<file path="src/design/mfep_pkg.sv">
`timescale 1ns / 1ps
// -----------------------------------------------------------------------------
// mfep_pkg: shared types and constants of the MIDI file event parser.
// Holds the parser phase, result kinds, error codes and the result record.
// -----------------------------------------------------------------------------
package mfep_pkg;

    typedef enum logic [4:0] {
        PH_HMAGIC, PH_HSKIP, PH_HFMT, PH_HTRK, PH_HDIV, PH_TMAGIC, PH_TLEN,
        PH_DELTA, PH_STATUS, PH_NOTE, PH_DISCARD, PH_MTYPE, PH_MLEN, PH_TEMPO,
        PH_SKIP, PH_SYSEX, PH_DONE
    } phase_t;

    localparam logic [2:0] K_NOTE_ON   = 3'd0;
    localparam logic [2:0] K_NOTE_OFF  = 3'd1;
    localparam logic [2:0] K_TIME      = 3'd2;
    localparam logic [2:0] K_TEMPO     = 3'd3;
    localparam logic [2:0] K_HEADER    = 3'd4;
    localparam logic [2:0] K_TRACK_END = 3'd5;
    localparam logic [2:0] K_FILE_END  = 3'd6;
    localparam logic [2:0] K_ERROR     = 3'd7;

    localparam logic [2:0] E_NONE      = 3'd0;
    localparam logic [2:0] E_HDR_MAGIC = 3'd1;
    localparam logic [2:0] E_TRK_MAGIC = 3'd2;
    localparam logic [2:0] E_TEMPO_LEN = 3'd3;
    localparam logic [2:0] E_STATUS    = 3'd4;
    localparam logic [2:0] E_VLQ_LONG  = 3'd5;

    localparam logic [7:0] META_EOT   = 8'h2F;
    localparam logic [7:0] META_TEMPO = 8'h51;

    // One result word; tdata packs these fields high to low, so kind is lowest.
    typedef struct packed {
        logic [2:0]  error_code;
        logic [15:0] trk_total;
        logic [7:0]  format;
        logic [31:0] value;
        logic [7:0]  offset;
        logic [2:0]  kind;
    } result_t;

    localparam int RES_W = 70;
    localparam int OUT_W = 72;

    function automatic logic [7:0] hdr_magic(input logic [1:0] i);
        case (i)
            2'd0: hdr_magic = 8'h4D;
            2'd1: hdr_magic = 8'h54;
            2'd2: hdr_magic = 8'h68;
            default: hdr_magic = 8'h64;
        endcase
    endfunction

    function automatic logic [7:0] trk_magic(input logic [1:0] i);
        case (i)
            2'd0: trk_magic = 8'h4D;
            2'd1: trk_magic = 8'h54;
            2'd2: trk_magic = 8'h72;
            default: trk_magic = 8'h6B;
        endcase
    endfunction

endpackage

</file>
<file path="src/design/mfep_core.sv">
`timescale 1ns / 1ps
// -----------------------------------------------------------------------------
// mfep_core: per-byte parser state update.
// Takes one registered byte, updates parser state, produces up to 2 results.
// -----------------------------------------------------------------------------
module mfep_core
(
    input  logic                clk,
    input  logic                rst_n,
    input  logic                step,
    input  logic [7:0]          data_byte,
    input  logic                first_of_file,
    output logic [1:0]          res_count,
    output mfep_pkg::result_t   res0,
    output mfep_pkg::result_t   res1,
    output mfep_pkg::result_t   res2
);

    mfep_pkg::phase_t phase_reg, phase_next;
    logic [2:0]  idx_reg, idx_next;
    logic [27:0] vlq_reg, vlq_next;
    logic [2:0]  vlqn_reg, vlqn_next;
    logic [27:0] held_reg, held_next;
    logic [7:0]  evk_reg, evk_next;
    logic [27:0] skip_reg, skip_next;
    logic [23:0] acc_reg, acc_next;
    logic [31:0] ticks_reg, ticks_next;
    logic [31:0] longest_reg, longest_next;
    logic [15:0] left_reg, left_next;
    logic [7:0]  fmt_reg, fmt_next;
    logic        err_reg, err_next;

    // State registers.
    always_ff @(posedge clk or negedge rst_n)
    begin
        if (!rst_n)
        begin
            phase_reg <= mfep_pkg::PH_HMAGIC;
            idx_reg <= '0; vlq_reg <= '0; vlqn_reg <= '0; held_reg <= '0;
            evk_reg <= '0; skip_reg <= '0; acc_reg <= '0; ticks_reg <= '0;
            longest_reg <= '0; left_reg <= '0; fmt_reg <= '0; err_reg <= 1'b0;
        end
        else if (step)
        begin
            phase_reg <= phase_next;
            idx_reg <= idx_next; vlq_reg <= vlq_next; vlqn_reg <= vlqn_next;
            held_reg <= held_next; evk_reg <= evk_next; skip_reg <= skip_next;
            acc_reg <= acc_next; ticks_reg <= ticks_next;
            longest_reg <= longest_next; left_reg <= left_next;
            fmt_reg <= fmt_next; err_reg <= err_next;
        end
    end

    // Next state and results for one byte.
    always_comb
    begin
        mfep_pkg::phase_t ph;
        logic [2:0]  ix;
        logic [27:0] vq;
        logic [2:0]  vn;
        logic [27:0] hd;
        logic [7:0]  ek;
        logic [27:0] sk;
        logic [23:0] ac;
        logic [31:0] tk;
        logic [31:0] lg;
        logic [15:0] lf;
        logic [7:0]  fm;
        logic        er;
        logic [1:0]  n;
        mfep_pkg::result_t r [3];
        logic [27:0] vq_new;
        logic [2:0]  vn_new;
        logic [32:0] sum;
        logic [3:0]  hi;
        logic [15:0] lf_dec;
        logic [23:0] ac_sh;

        ph = phase_reg; ix = idx_reg; vq = vlq_reg; vn = vlqn_reg; hd = held_reg;
        ek = evk_reg; sk = skip_reg; ac = acc_reg; tk = ticks_reg;
        lg = longest_reg; lf = left_reg; fm = fmt_reg; er = err_reg;
        if (first_of_file)
        begin
            ph = mfep_pkg::PH_HMAGIC; ix = '0; vq = '0; vn = '0; hd = '0; ek = '0;
            sk = '0; ac = '0; tk = '0; lg = '0; lf = '0; fm = '0; er = 1'b0;
        end
        n = 2'd0;
        r[0] = '0; r[1] = '0; r[2] = '0;
        vq_new = {vq[20:0], data_byte[6:0]};
        vn_new = vn + 3'd1;
        hi = data_byte[7:4];
        ac_sh = {ac[15:0], data_byte};
        sum = {1'b0, tk} + {5'd0, vq_new};
        lf_dec = lf - 16'd1;

        if (!er)
        begin
            case (ph)
                mfep_pkg::PH_HMAGIC:
                    if (data_byte != mfep_pkg::hdr_magic(ix[1:0]))
                    begin
                        r[0].kind = mfep_pkg::K_ERROR; r[0].error_code = mfep_pkg::E_HDR_MAGIC;
                        n = 2'd1; er = 1'b1; ph = mfep_pkg::PH_DONE;
                    end
                    else if (ix == 3'd3)
                    begin
                        ix = '0; ph = mfep_pkg::PH_HSKIP;
                    end
                    else ix = ix + 3'd1;
                mfep_pkg::PH_HSKIP:
                    if (ix == 3'd4)
                    begin
                        ix = '0; ph = mfep_pkg::PH_HFMT;
                    end
                    else ix = ix + 3'd1;
                mfep_pkg::PH_HFMT:
                begin
                    fm = data_byte; ix = '0; ac = '0; ph = mfep_pkg::PH_HTRK;
                end
                mfep_pkg::PH_HTRK:
                    if (ix == 3'd1)
                    begin
                        lf = ac_sh[15:0]; ac = '0; ix = '0; ph = mfep_pkg::PH_HDIV;
                    end
                    else
                    begin
                        ac = ac_sh; ix = ix + 3'd1;
                    end
                mfep_pkg::PH_HDIV:
                    if (ix == 3'd1)
                    begin
                        r[0].kind = mfep_pkg::K_HEADER; r[0].value = {16'd0, ac_sh[15:0]};
                        r[0].format = fm; r[0].trk_total = lf; n = 2'd1;
                        ac = '0; ix = '0;
                        if (lf == 16'd0)
                        begin
                            r[1].kind = mfep_pkg::K_FILE_END; r[1].value = lg;
                            n = 2'd2; ph = mfep_pkg::PH_DONE;
                        end
                        else ph = mfep_pkg::PH_TMAGIC;
                    end
                    else
                    begin
                        ac = ac_sh; ix = ix + 3'd1;
                    end
                mfep_pkg::PH_TMAGIC:
                    if (data_byte != mfep_pkg::trk_magic(ix[1:0]))
                    begin
                        r[0].kind = mfep_pkg::K_ERROR; r[0].error_code = mfep_pkg::E_TRK_MAGIC;
                        n = 2'd1; er = 1'b1; ph = mfep_pkg::PH_DONE;
                    end
                    else if (ix == 3'd3)
                    begin
                        ix = '0; ph = mfep_pkg::PH_TLEN;
                    end
                    else ix = ix + 3'd1;
                mfep_pkg::PH_TLEN:
                    if (ix == 3'd3)
                    begin
                        ix = '0; tk = '0; vq = '0; vn = '0; ph = mfep_pkg::PH_DELTA;
                    end
                    else ix = ix + 3'd1;
                mfep_pkg::PH_DELTA:
                begin
                    vq = vq_new;
                    if (data_byte[7])
                    begin
                        vn = vn_new;
                        if (vn_new >= 3'd4)
                        begin
                            r[0].kind = mfep_pkg::K_ERROR; r[0].error_code = mfep_pkg::E_VLQ_LONG;
                            n = 2'd1; er = 1'b1; ph = mfep_pkg::PH_DONE;
                        end
                    end
                    else
                    begin
                        hd = vq_new;
                        tk = sum[32] ? 32'hFFFF_FFFF : sum[31:0];
                        vq = '0; vn = '0; ph = mfep_pkg::PH_STATUS;
                    end
                end
                mfep_pkg::PH_STATUS:
                    if (data_byte == 8'hFF) ph = mfep_pkg::PH_MTYPE;
                    else if (data_byte == 8'hF0 || data_byte == 8'hF7)
                        ph = mfep_pkg::PH_SYSEX;
                    else
                    begin
                        if (hd > 28'd255)
                        begin
                            r[0].kind = mfep_pkg::K_TIME; r[0].value = {4'd0, hd};
                            n = 2'd1; hd = '0;
                        end
                        if (hi == 4'h8 || hi == 4'h9)
                        begin
                            ek = data_byte; ix = '0; ph = mfep_pkg::PH_NOTE;
                        end
                        else if (hi >= 4'hA && hi <= 4'hE)
                        begin
                            if (hd != '0)
                            begin
                                r[n].kind = mfep_pkg::K_TIME; r[n].value = {4'd0, hd};
                                n = n + 2'd1; hd = '0;
                            end
                            sk = (hi == 4'hC || hi == 4'hD) ? 28'd1 : 28'd2;
                            ph = mfep_pkg::PH_DISCARD;
                        end
                        else
                        begin
                            r[n].kind = mfep_pkg::K_ERROR; r[n].error_code = mfep_pkg::E_STATUS;
                            n = n + 2'd1; er = 1'b1; ph = mfep_pkg::PH_DONE;
                        end
                    end
                mfep_pkg::PH_NOTE:
                    if (ix == 3'd0)
                    begin
                        ac = {16'd0, data_byte}; ix = 3'd1;
                    end
                    else
                    begin
                        r[0].kind = (ek[7:4] == 4'h9 && data_byte != 8'd0) ?
                                    mfep_pkg::K_NOTE_ON : mfep_pkg::K_NOTE_OFF;
                        r[0].offset = hd[7:0];
                        r[0].value = {16'd0, ac[7:0], data_byte};
                        n = 2'd1; ix = '0; vq = '0; vn = '0; ph = mfep_pkg::PH_DELTA;
                    end
                mfep_pkg::PH_DISCARD, mfep_pkg::PH_SKIP:
                begin
                    if (sk != '0) sk = sk - 28'd1;
                    if (sk == '0)
                    begin
                        vq = '0; vn = '0; ph = mfep_pkg::PH_DELTA;
                    end
                end
                mfep_pkg::PH_MTYPE:
                begin
                    ek = data_byte; vq = '0; vn = '0; ph = mfep_pkg::PH_MLEN;
                end
                mfep_pkg::PH_MLEN:
                begin
                    vq = vq_new;
                    if (data_byte[7])
                    begin
                        vn = vn_new;
                        if (vn_new >= 3'd4)
                        begin
                            r[0].kind = mfep_pkg::K_ERROR; r[0].error_code = mfep_pkg::E_VLQ_LONG;
                            n = 2'd1; er = 1'b1; ph = mfep_pkg::PH_DONE;
                        end
                    end
                    else
                    begin
                        vq = '0; vn = '0;
                        if (ek == mfep_pkg::META_EOT)
                        begin
                            r[0].kind = mfep_pkg::K_TRACK_END; r[0].value = tk; n = 2'd1;
                            if (tk > lg) lg = tk;
                            lf = lf_dec;
                            if (lf_dec == 16'd0)
                            begin
                                r[1].kind = mfep_pkg::K_FILE_END; r[1].value = lg;
                                n = 2'd2; ph = mfep_pkg::PH_DONE;
                            end
                            else
                            begin
                                ph = mfep_pkg::PH_TMAGIC; ix = '0;
                            end
                        end
                        else if (ek == mfep_pkg::META_TEMPO)
                        begin
                            if (vq_new != 28'd3)
                            begin
                                r[0].kind = mfep_pkg::K_ERROR;
                                r[0].error_code = mfep_pkg::E_TEMPO_LEN;
                                n = 2'd1; er = 1'b1; ph = mfep_pkg::PH_DONE;
                            end
                            else
                            begin
                                ac = '0; ix = '0; ph = mfep_pkg::PH_TEMPO;
                            end
                        end
                        else if (vq_new == '0) ph = mfep_pkg::PH_DELTA;
                        else
                        begin
                            sk = vq_new; ph = mfep_pkg::PH_SKIP;
                        end
                    end
                end
                mfep_pkg::PH_TEMPO:
                    if (ix == 3'd2)
                    begin
                        r[0].kind = mfep_pkg::K_TEMPO; r[0].value = {8'd0, ac_sh};
                        n = 2'd1; ac = ac_sh; ix = '0; vq = '0; vn = '0;
                        ph = mfep_pkg::PH_DELTA;
                    end
                    else
                    begin
                        ac = ac_sh; ix = ix + 3'd1;
                    end
                mfep_pkg::PH_SYSEX:
                    if (data_byte == 8'hF7)
                    begin
                        vq = '0; vn = '0; ph = mfep_pkg::PH_DELTA;
                    end
                default: ;
            endcase
        end

        phase_next = ph; idx_next = ix; vlq_next = vq; vlqn_next = vn; held_next = hd;
        evk_next = ek; skip_next = sk; acc_next = ac; ticks_next = tk;
        longest_next = lg; left_next = lf; fmt_next = fm; err_next = er;
        res_count = n; res0 = r[0]; res1 = r[1]; res2 = r[2];
    end

endmodule

</file>
<file path="src/design/mfep_out_queue.sv">
`timescale 1ns / 1ps
// -----------------------------------------------------------------------------
// mfep_out_queue: result buffer feeding the output stream.
// Holds up to four result words in a small ring; releases one per cycle while out_ready is high.
// -----------------------------------------------------------------------------
module mfep_out_queue
(
    input  logic              clk,
    input  logic              rst_n,
    input  logic              push,
    input  logic [1:0]        push_count,
    input  mfep_pkg::result_t in0,
    input  mfep_pkg::result_t in1,
    input  mfep_pkg::result_t in2,
    output logic [2:0]        free_slots,
    output logic              out_valid,
    input  logic              out_ready,
    output mfep_pkg::result_t out_res,
    output logic              out_last
);

    mfep_pkg::result_t slot_reg [4];
    logic [3:0] last_reg;
    logic [1:0] rd_reg, rd_next;
    logic [1:0] wr_reg, wr_next;
    logic [2:0] cnt_reg, cnt_next;
    logic       pop;
    logic [2:0] added;

    assign pop        = out_valid && out_ready;
    assign added      = push ? {1'b0, push_count} : 3'd0;
    assign out_valid  = cnt_reg != 3'd0;
    assign out_res    = slot_reg[rd_reg];
    assign out_last   = last_reg[rd_reg];
    assign free_slots = 3'd4 - cnt_reg;
    assign rd_next    = rd_reg + {1'b0, pop};
    assign wr_next    = wr_reg + added[1:0];
    assign cnt_next   = cnt_reg + added - {2'd0, pop};

    // Pointers and fill count.
    always_ff @(posedge clk or negedge rst_n)
    begin
        if (!rst_n)
        begin
            rd_reg <= '0; wr_reg <= '0; cnt_reg <= '0;
        end
        else
        begin
            rd_reg <= rd_next; wr_reg <= wr_next; cnt_reg <= cnt_next;
        end
    end

    // Write the burst of results; the last of the burst carries last.
    always_ff @(posedge clk)
    begin
        if (push && push_count != 2'd0)
        begin
            slot_reg[wr_reg] <= in0;
            last_reg[wr_reg] <= (push_count == 2'd1);
            if (push_count >= 2'd2)
            begin
                slot_reg[wr_reg + 2'd1] <= in1;
                last_reg[wr_reg + 2'd1] <= (push_count == 2'd2);
            end
            if (push_count == 2'd3)
            begin
                slot_reg[wr_reg + 2'd2] <= in2;
                last_reg[wr_reg + 2'd2] <= 1'b1;
            end
        end
    end

endmodule

</file>
<file path="src/design/midi_file_event_parser.sv">
`timescale 1ns / 1ps
// Flow: a byte is registered at the input, the parser steps on it once the
// result buffer has room, and its result words are offered from that buffer.
// Throughput: one byte per cycle while at most one word waits in the four-word
// result buffer; the input stalls while two or more words wait there.
// Reset: rst_n clears parser state and empties the input register and the
// result buffer; first_of_file restarts parsing at that byte.
// -----------------------------------------------------------------------------
// midi_file_event_parser: Standard MIDI File byte stream to event words.
// Input register, per-byte parser update, and a result buffer.
// -----------------------------------------------------------------------------
module midi_file_event_parser
(
    input  logic                      clk,
    input  logic                      rst_n,
    input  logic                      s_tvalid,
    output logic                      s_tready,
    input  logic [7:0]                s_tdata,  // data_byte
    input  logic                      s_tuser,  // first_of_file
    output logic                      m_tvalid,
    input  logic                      m_tready,
    output logic [mfep_pkg::OUT_W-1:0] m_tdata, // kind, offset, value, format,
                                               // trk_total, error_code, zero pad
    output logic                      m_tlast
);

    logic       in_valid_reg;
    logic [7:0] in_byte_reg;
    logic       in_first_reg;
    logic [1:0] res_count;
    logic [2:0] free_slots;
    logic       step;
    mfep_pkg::result_t res0, res1, res2, out_res;

    // Parser step fires when the buffer can take a worst-case burst.
    assign step     = in_valid_reg && (free_slots >= 3'd3);
    assign s_tready = !in_valid_reg || step;

    // Input register.
    always_ff @(posedge clk or negedge rst_n)
    begin
        if (!rst_n)
            in_valid_reg <= 1'b0;
        else if (s_tready)
            in_valid_reg <= s_tvalid;
    end

    always_ff @(posedge clk)
    begin
        if (s_tready && s_tvalid)
        begin
            in_byte_reg  <= s_tdata;
            in_first_reg <= s_tuser;
        end
    end

    mfep_core u_core
    (
        .clk(clk), .rst_n(rst_n), .step(step), .data_byte(in_byte_reg),
        .first_of_file(in_first_reg), .res_count(res_count),
        .res0(res0), .res1(res1), .res2(res2)
    );

    mfep_out_queue u_queue
    (
        .clk(clk), .rst_n(rst_n), .push(step), .push_count(res_count),
        .in0(res0), .in1(res1), .in2(res2), .free_slots(free_slots),
        .out_valid(m_tvalid), .out_ready(m_tready), .out_res(out_res),
        .out_last(m_tlast)
    );

    assign m_tdata = {{(mfep_pkg::OUT_W - mfep_pkg::RES_W){1'b0}}, out_res};

`ifndef SYNTHESIS
    // A parser step never overruns the result buffer.
    a_no_overflow: assert property (@(posedge clk) disable iff (!rst_n)
        step |-> free_slots >= {1'b0, res_count})
        else $error("result buffer overrun");
    // An input word waiting in the register is taken only by a parser step.
    a_hold_input: assert property (@(posedge clk) disable iff (!rst_n)
        (in_valid_reg && !step) |=> (in_valid_reg && $stable(in_byte_reg)))
        else $error("pending input word lost");
    // A stalled output word holds.
    a_out_hold: assert property (@(posedge clk) disable iff (!rst_n)
        (m_tvalid && !m_tready) |=> (m_tvalid && $stable(m_tdata)))
        else $error("output word changed while stalled");
`endif

endmodule

</file>
<file path="config.mk">
export PLATFORM = sky130hd
export DESIGN_NAME = midi_file_event_parser
export DESIGN_NICKNAME = d
export VERILOG_FILES = /design/src/design/mfep_pkg.sv /design/src/design/mfep_core.sv /design/src/design/mfep_out_queue.sv /design/src/design/midi_file_event_parser.sv
export SDC_FILE = /design/constraint.sdc
export NUM_CORES = 2
export LEC_CHECK = 0
export ABC_AREA = 1
export BUFFER_PORTS_ARGS = -buffer_cell sky130_fd_sc_hd__buf_2
export CORE_MARGIN = 5
export CORE_UTILIZATION = 35
export CTS_CLUSTER_DIAMETER = 200
export DETAILED_ROUTE_END_ITERATION = 10
export PLACE_DENSITY_LB_ADDON = 0.3
export SLEW_MARGIN = 20
export SYNTH_ARGS = -nofsm -noshare
export SYNTH_HDL_FRONTEND = slang
export SYNTH_HIERARCHICAL = 1
export SYNTH_SLANG_ARGS = --single-unit
</file>
<file path="constraint.sdc">
create_clock -name clk -period 7.1 [get_ports clk]
set_clock_uncertainty 0.15 [all_clocks]
set_input_delay 1.42 -clock clk [delete_from_list [all_inputs] [get_ports clk]]
set_output_delay 1.42 -clock clk [all_outputs]
set_load 0.05 [all_outputs]
</file>
==> Yosys cells after proc, flatten, opt, wreduce, memory -nomap -nowiden <==
Memories as Yosys holds them, arrays and structs flattened.
Index checks and enable logic that the tools add are counted.
{ "totals": {"reg_bits": 237, "latch_bits": 0, "ram_bits": 280, "rom_bits": 0, "out_inout_bits": 75, "mem_count": 1} }
{ "classes": {"addsub": 13, "mul": 0, "n_div": 0, "n_lt_le_gt_ge": 16, "n_eq_ne": 37, "shifts": 0, "n_mux": 270, "bitwise_logic": 2, "reduce_logical": 31} }
{ "mem_list": {"columns": ["memory", "depth", "width", "rd", "rd_clocked_by_memory_dff", "wr", "line_no", "text"], "rows": [
  ["u_queue.slot_reg", 4, 70, 1, 0, 2, "mfep_out_queue.sv:22", "mfep_pkg::result_t slot_reg [4];"]
]} }
{ "ops": {"columns": ["op", "n"], "rows": [
  ["210-bit 2-to-1 mux", 6],
  ["28-bit 2-to-1 mux", 35],
  ["210-bit bitwise mux", 4],
  ["32-bit 2-to-1 mux", 22],
  ["70-bit demux with 2-bit select", 3],
  ["24-bit 2-to-1 mux", 9],
  ["70-bit 2-to-1 mux", 3],
  ["28-bit case mux with 7 select lines", 1],
  ["32-bit case mux with 5 select lines", 1],
  ["3-bit 2-to-1 mux", 48],
  ["5-bit 2-to-1 mux", 26],
  ["24-bit case mux with 5 select lines", 1],
  ["8-bit 2-to-1 mux", 13],
  ["32-bit case mux with 3 select lines", 1],
  ["28-bit case mux with 3 select lines", 1],
  ["16-bit 2-to-1 mux", 5],
  ["5-bit case mux with 15 select lines", 1],
  ["70-bit OR reduction", 1],
  ["32-bit case mux with 2 select lines", 1],
  ["28-bit zero test", 2],
  ["56-bit 2-to-1 mux", 1],
  ["28-bit case mux with 2 select lines", 1],
  ["28-bit nonzero test", 2],
  ["27-bit 2-to-1 mux", 2],
  ["other kinds (67)", 179]
]} }

==> Logic depth before layout (Yosys ltp) <==
{ "depth": {"word_depth": 22, "depth_mapped": 28} }

==> Hierarchy <==
The synthesis kept the hierarchy.
{ "by_module_without_submodules": {"columns": ["module", "n_inst", "cells_each", "area_per_inst_um2", "seq_area_each_um2"], "rows": [
  ["mfep_core", 1, 3399, 20601.0, 5029.8],
  ["mfep_out_queue", 1, 2468, 18159.9, 8703.3],
  ["midi_file_event_parser", 1, 21, 356.6, 295.3]
]} }

==> Worst setup path before layout <==
OpenSTA, ideal clock, no wires.
{ "synth_path": {"path_type": "reg-to-reg", "startpoint": "register in_first_reg", "endpoint": "memory u_queue/slot_reg[0][0] (netlist bit) (enable)", "setup_ps": 903, "arrival_time_ps": 5133, "t_required_ps": 6047, "path_slack_ps": 914, "path_stages_with_launch": 25, "n_path_buf": 6, "path_cell_list": "edfxtp_1 > inv_2 > buf_6 > buf_6 > buf_2 > buf_2 > nand2_1 > ha_1 > inv_1 > o22ai_1 > o21ai_0 > nor3_1 > nand2_1 > nand2_1 > o21ai_0 > nor2_1 > nand2_1 > nor3_1 > a21oi_1 > buf_2 > nand3_1 > inv_2 > nand2_2 > buf_1 > nand3_1"} }
{ "synth_rtl": {"columns": ["element", "line_no", "text"], "rows": [
  ["start: declaration", "midi_file_event_parser.sv:29", "logic in_first_reg;"],
  ["start signal: assignment", "midi_file_event_parser.sv:53", "in_first_reg <= s_tuser;"],
  ["end: declaration", "mfep_out_queue.sv:22", null]
]} }

==> flow_metrics.py <==
metrics = {
    "setup_path": {
        "crit_chain": "inv_4 > nand2_1 > ha_1 > nand2_1 > nor2_2 > inv_1 > nor2_1 > nor2_1 > nand4_1 > nor2_1 > nand3_1 > nor3_4 > nand2_2 > buf_4 > nand3_1 > nand2_1 > inv_1 > nand2_2 > inv_6 > nand2_2 > nand3_4 > buf_4",
        "worstSetupEndpointType": "flip-flop",
        "path_class": "reg -> reg",
        "start_kind": "flip-flop",
        "cp_slowest_cell": "nand3_4",
        "required_ps": 7280,
        "cp_slowest_stage_delay_ps": 480,
        "crit_fanout": 48,
        "worstPathArrival_ps": 5850,
    },
    "sta": {
        "slew_headroom": 0.257,
        "worst_slew_pin_slew_ps": 1110,
        "fin_crit_ps": 5670,
        "fin_hold_ws_ps": 325,
        "totalNegativeSetupSlack_ps": 0,
        "max_freq_ghz": 0.176,
        "setup_violations": 0,
        "rsz0062_at_grt": "false",
        "timing.final.crit_share": 0.799,
        "hold_violations": 0,
        "slew_violations": 0,
    },
    "floorplanning": {
        "die-area_um2": 119000,
        "row_count": 122,
        "core-area_um2": 111000,
        "num_io_pins": 88,
        "die_w_um": 344,
        "initial_utilization": 0.353,
        "die_height_um": 344,
    },
    "yosys": {
        "yosys_warnings": 6,
        "synth.area.top_cells": "edfxtp_1 (22%), nand2_1 (17%), dfrtp_1 (13%)",
        "yosysTopAreaCell": "edfxtp_1",
        "synth_flop_cell": "edfxtp_1",
        "synth_edf_count": 293,
        "synth_top_area_frac": 0.225,
        "ys_seq_elements": 502,
        "async_flop_share": 0.416,
        "yosysSeqAreaShare": 0.359,
        "synth_area_um2": 39100,
        "ys_types": 56,
        "postSynthAreaPerCell_um2": 6.64,
        "synth_cells": 5888,
    },
    "worst_hold_path": {
        "hp-class": "reg -> reg",
    },
    "clocking": {
        "clock-sinks": 502,
        "clkTransAtPathRegs_ps": 50,
        "cts-root-buf": "clkbuf_16",
        "cts_max_path_buffers": 3,
        "cts_made_buffers": 67,
        "htreeDepth": 3,
        "cts-resized-gates": 0,
        "tritoncts": "built",
        "worstSkewPairLatency_ps": 650,
        "post_cts_buffers": 0,
        "postCtsHoldBufs": 0,
    },
    "cells_and_area": {
        "multi_input_area_um2": 21100,
        "largest_reg_flops": 280,
        "layout_commonest_cell": "nand2_1",
        "most-common-layout-cells": "nand2_1 (1767), nand3_1 (695), nor2_1 (578), inv_1 (531), o21ai_0 (362)",
        "areaGrowthSynthToFinish_pct": 9.09,
        "drive_gt1_frac": 0.0629,
        "seq_area_um2": 14000,
        "layout.nets": 5874,
        "fillers": 11900,
    },
    "route": {
        "wl_per_cell_um": 21.4,
        "ant_nets": 0,
        "vias_per_cell": 5.58,
        "drt_wl_total_um": 157000,
        "first_iter_violations": 4447,
        "remaining_drc_errors": 0,
        "vias": 40832,
        "dr.pass1.iters": 6,
    },
    "grt": {
        "grt_pass1_wl_um": 235000,
        "grt_use_total": 0.255,
        "antenna_found_initial": 3,
        "grt_pass1_vias": 37559,
        "grt_max_degree": 118,
        "grt_overflow": 0,
    },
    "run_status": {
        "outcome": "completed",
    },
    "job": {
        "drv_cap": 0,
    },
    "power_and_ir_drop": {
        "swShare": 0.516,
        "cellPowerDensity_nw_per_um2": 402,
        "p_sw_uw": 8860,
        "power_frac_clock": 0.212,
        "power_frac_comb": 0.537,
        "p_seq_frac": 0.251,
        "ir_worst_vdd_mv": 0.300,
        "p_int_uw": 8300,
        "leakage_uw": 0.0204,
    },
    "placed_design": {
        "port_buffers": 85,
        "place_congestion": 0.972,
        "hpwlAfterDp_um": 104000,
    },
}
[kinds of logic (layout without fill, tap and decap cells)]
kind of cell	count (synthesis)	after routing	share of synthesized area
simple gates	3190	3190	0.338
buf+inv	1013	854	0.113
other cells	2	108	0.000192
compound gates	1061	1061	0.155
xor+xnor	39	39	0.00892
fa+ha+maj	81	81	0.0263
flops	502	502	0.359
[cells in the mapped netlist, types with 4 or more instances]
cell type,number
edfxtp_1,293
nand3b_1,6
nand2_2,16
o211ai_1,31
xnor2_1,9
nand2_1,1772
inv_1,533
nor3_1,42
nor2_4,4
a21oi_2,8
nand4_1,42
xor2_1,29
nand3_1,699
clkbuf_1,160
buf_2,130
a221oi_1,12
a21o_1,4
a31oi_1,21
o21a_1,15
buf_1,46
a211oi_1,11
dfrtp_1,209
o21ai_0,363
ha_1,79
nor2_2,13
a22oi_1,50
inv_2,20
buf_4,114
nor4_1,8
clkinv_1,5
o22ai_1,129
a21oi_1,354
nor2_1,580
o221ai_1,21
a32oi_1,19
buf_6,5
o21ai_1,7
[layout make-up]
type | instances | area share
clock inverters | 35 | 0.0115
repair buffers | 174 | 0.0276
well taps | 1488 | 0.0436
clock buffers | 87 | 0.0434
multi-input cells | 4477 | 0.495
inverters | 558 | 0.0495
flip-flops and latches | 502 | 0.329
diodes | 2 | 0.000117
[worst max-delay path: cells and delay by family, from the launching register on]
family | cells | cell delay [ps]
and+or+nand+nor | 15 | 2720
buffers and inverters | 6 | 1720
DFF | 1 | 420
adders and majority gates | 1 | 310
[power groups by stage]
stage | Sequential, µW | Clock, µW | Combinational [µW]
after CTS | 4300 | 3700 | 9090
after global routing | 4380 | 3800 | 9930
after global placement | 4340 | 0 | 8990
final | 4320 | 3640 | 9210
after detailed placement | 4350 | 0 | 9070
after floorplan | 4190 | 0 | 6440
[per-layer routing]
| layer | up-vias | global-route usage | share of wire |
|---|---|---|---|
| met5 | - | 0 | 0.000083 |
| met4 | 2 | 0.106 | 0.043 |
| met3 | 405 | 0.0392 | 0.091 |
| met2 | 2068 | 0.415 | 0.45 |
| met1 | 19168 | 0.342 | 0.41 |
| li1 | 19189 | - | - |
[path summary, 6_finish.rpt]
path,end,cells past startpoint,slack (ps),from
max in group asynchronous,u_queue/rd_reg[0],2,4860,rst_n
worst max register to register,u_queue/slot_reg[1][46],22,1430,in_first_reg
worst max-delay path,u_queue/slot_reg[1][46],22,1430,in_first_reg
worst min-delay path,u_core/fmt_reg[1],2,320,u_core/fmt_reg[1]
min in group asynchronous,u_core/ticks_reg[25],1,680,rst_n
worst min register to register,u_core/fmt_reg[1],2,320,u_core/fmt_reg[1]
[through the flow]
stage	cell area, µm²	worst slack (ps)	instances	utilization	power, µW
2_1_floorplan	39500	914	5992	-	10600
3_3_place_gp	40300	1220	7199	0.364	13300
3_5_place_dp	40300	1410	7199	0.364	13400
4_1_cts	42700	1410	7321	0.385	17100
5_1_grt	42700	1010	7321	0.385	18100
6_report	42700	1430	7323	0.385	17200
No activity file was read; power rests on OpenSTA's default activity.
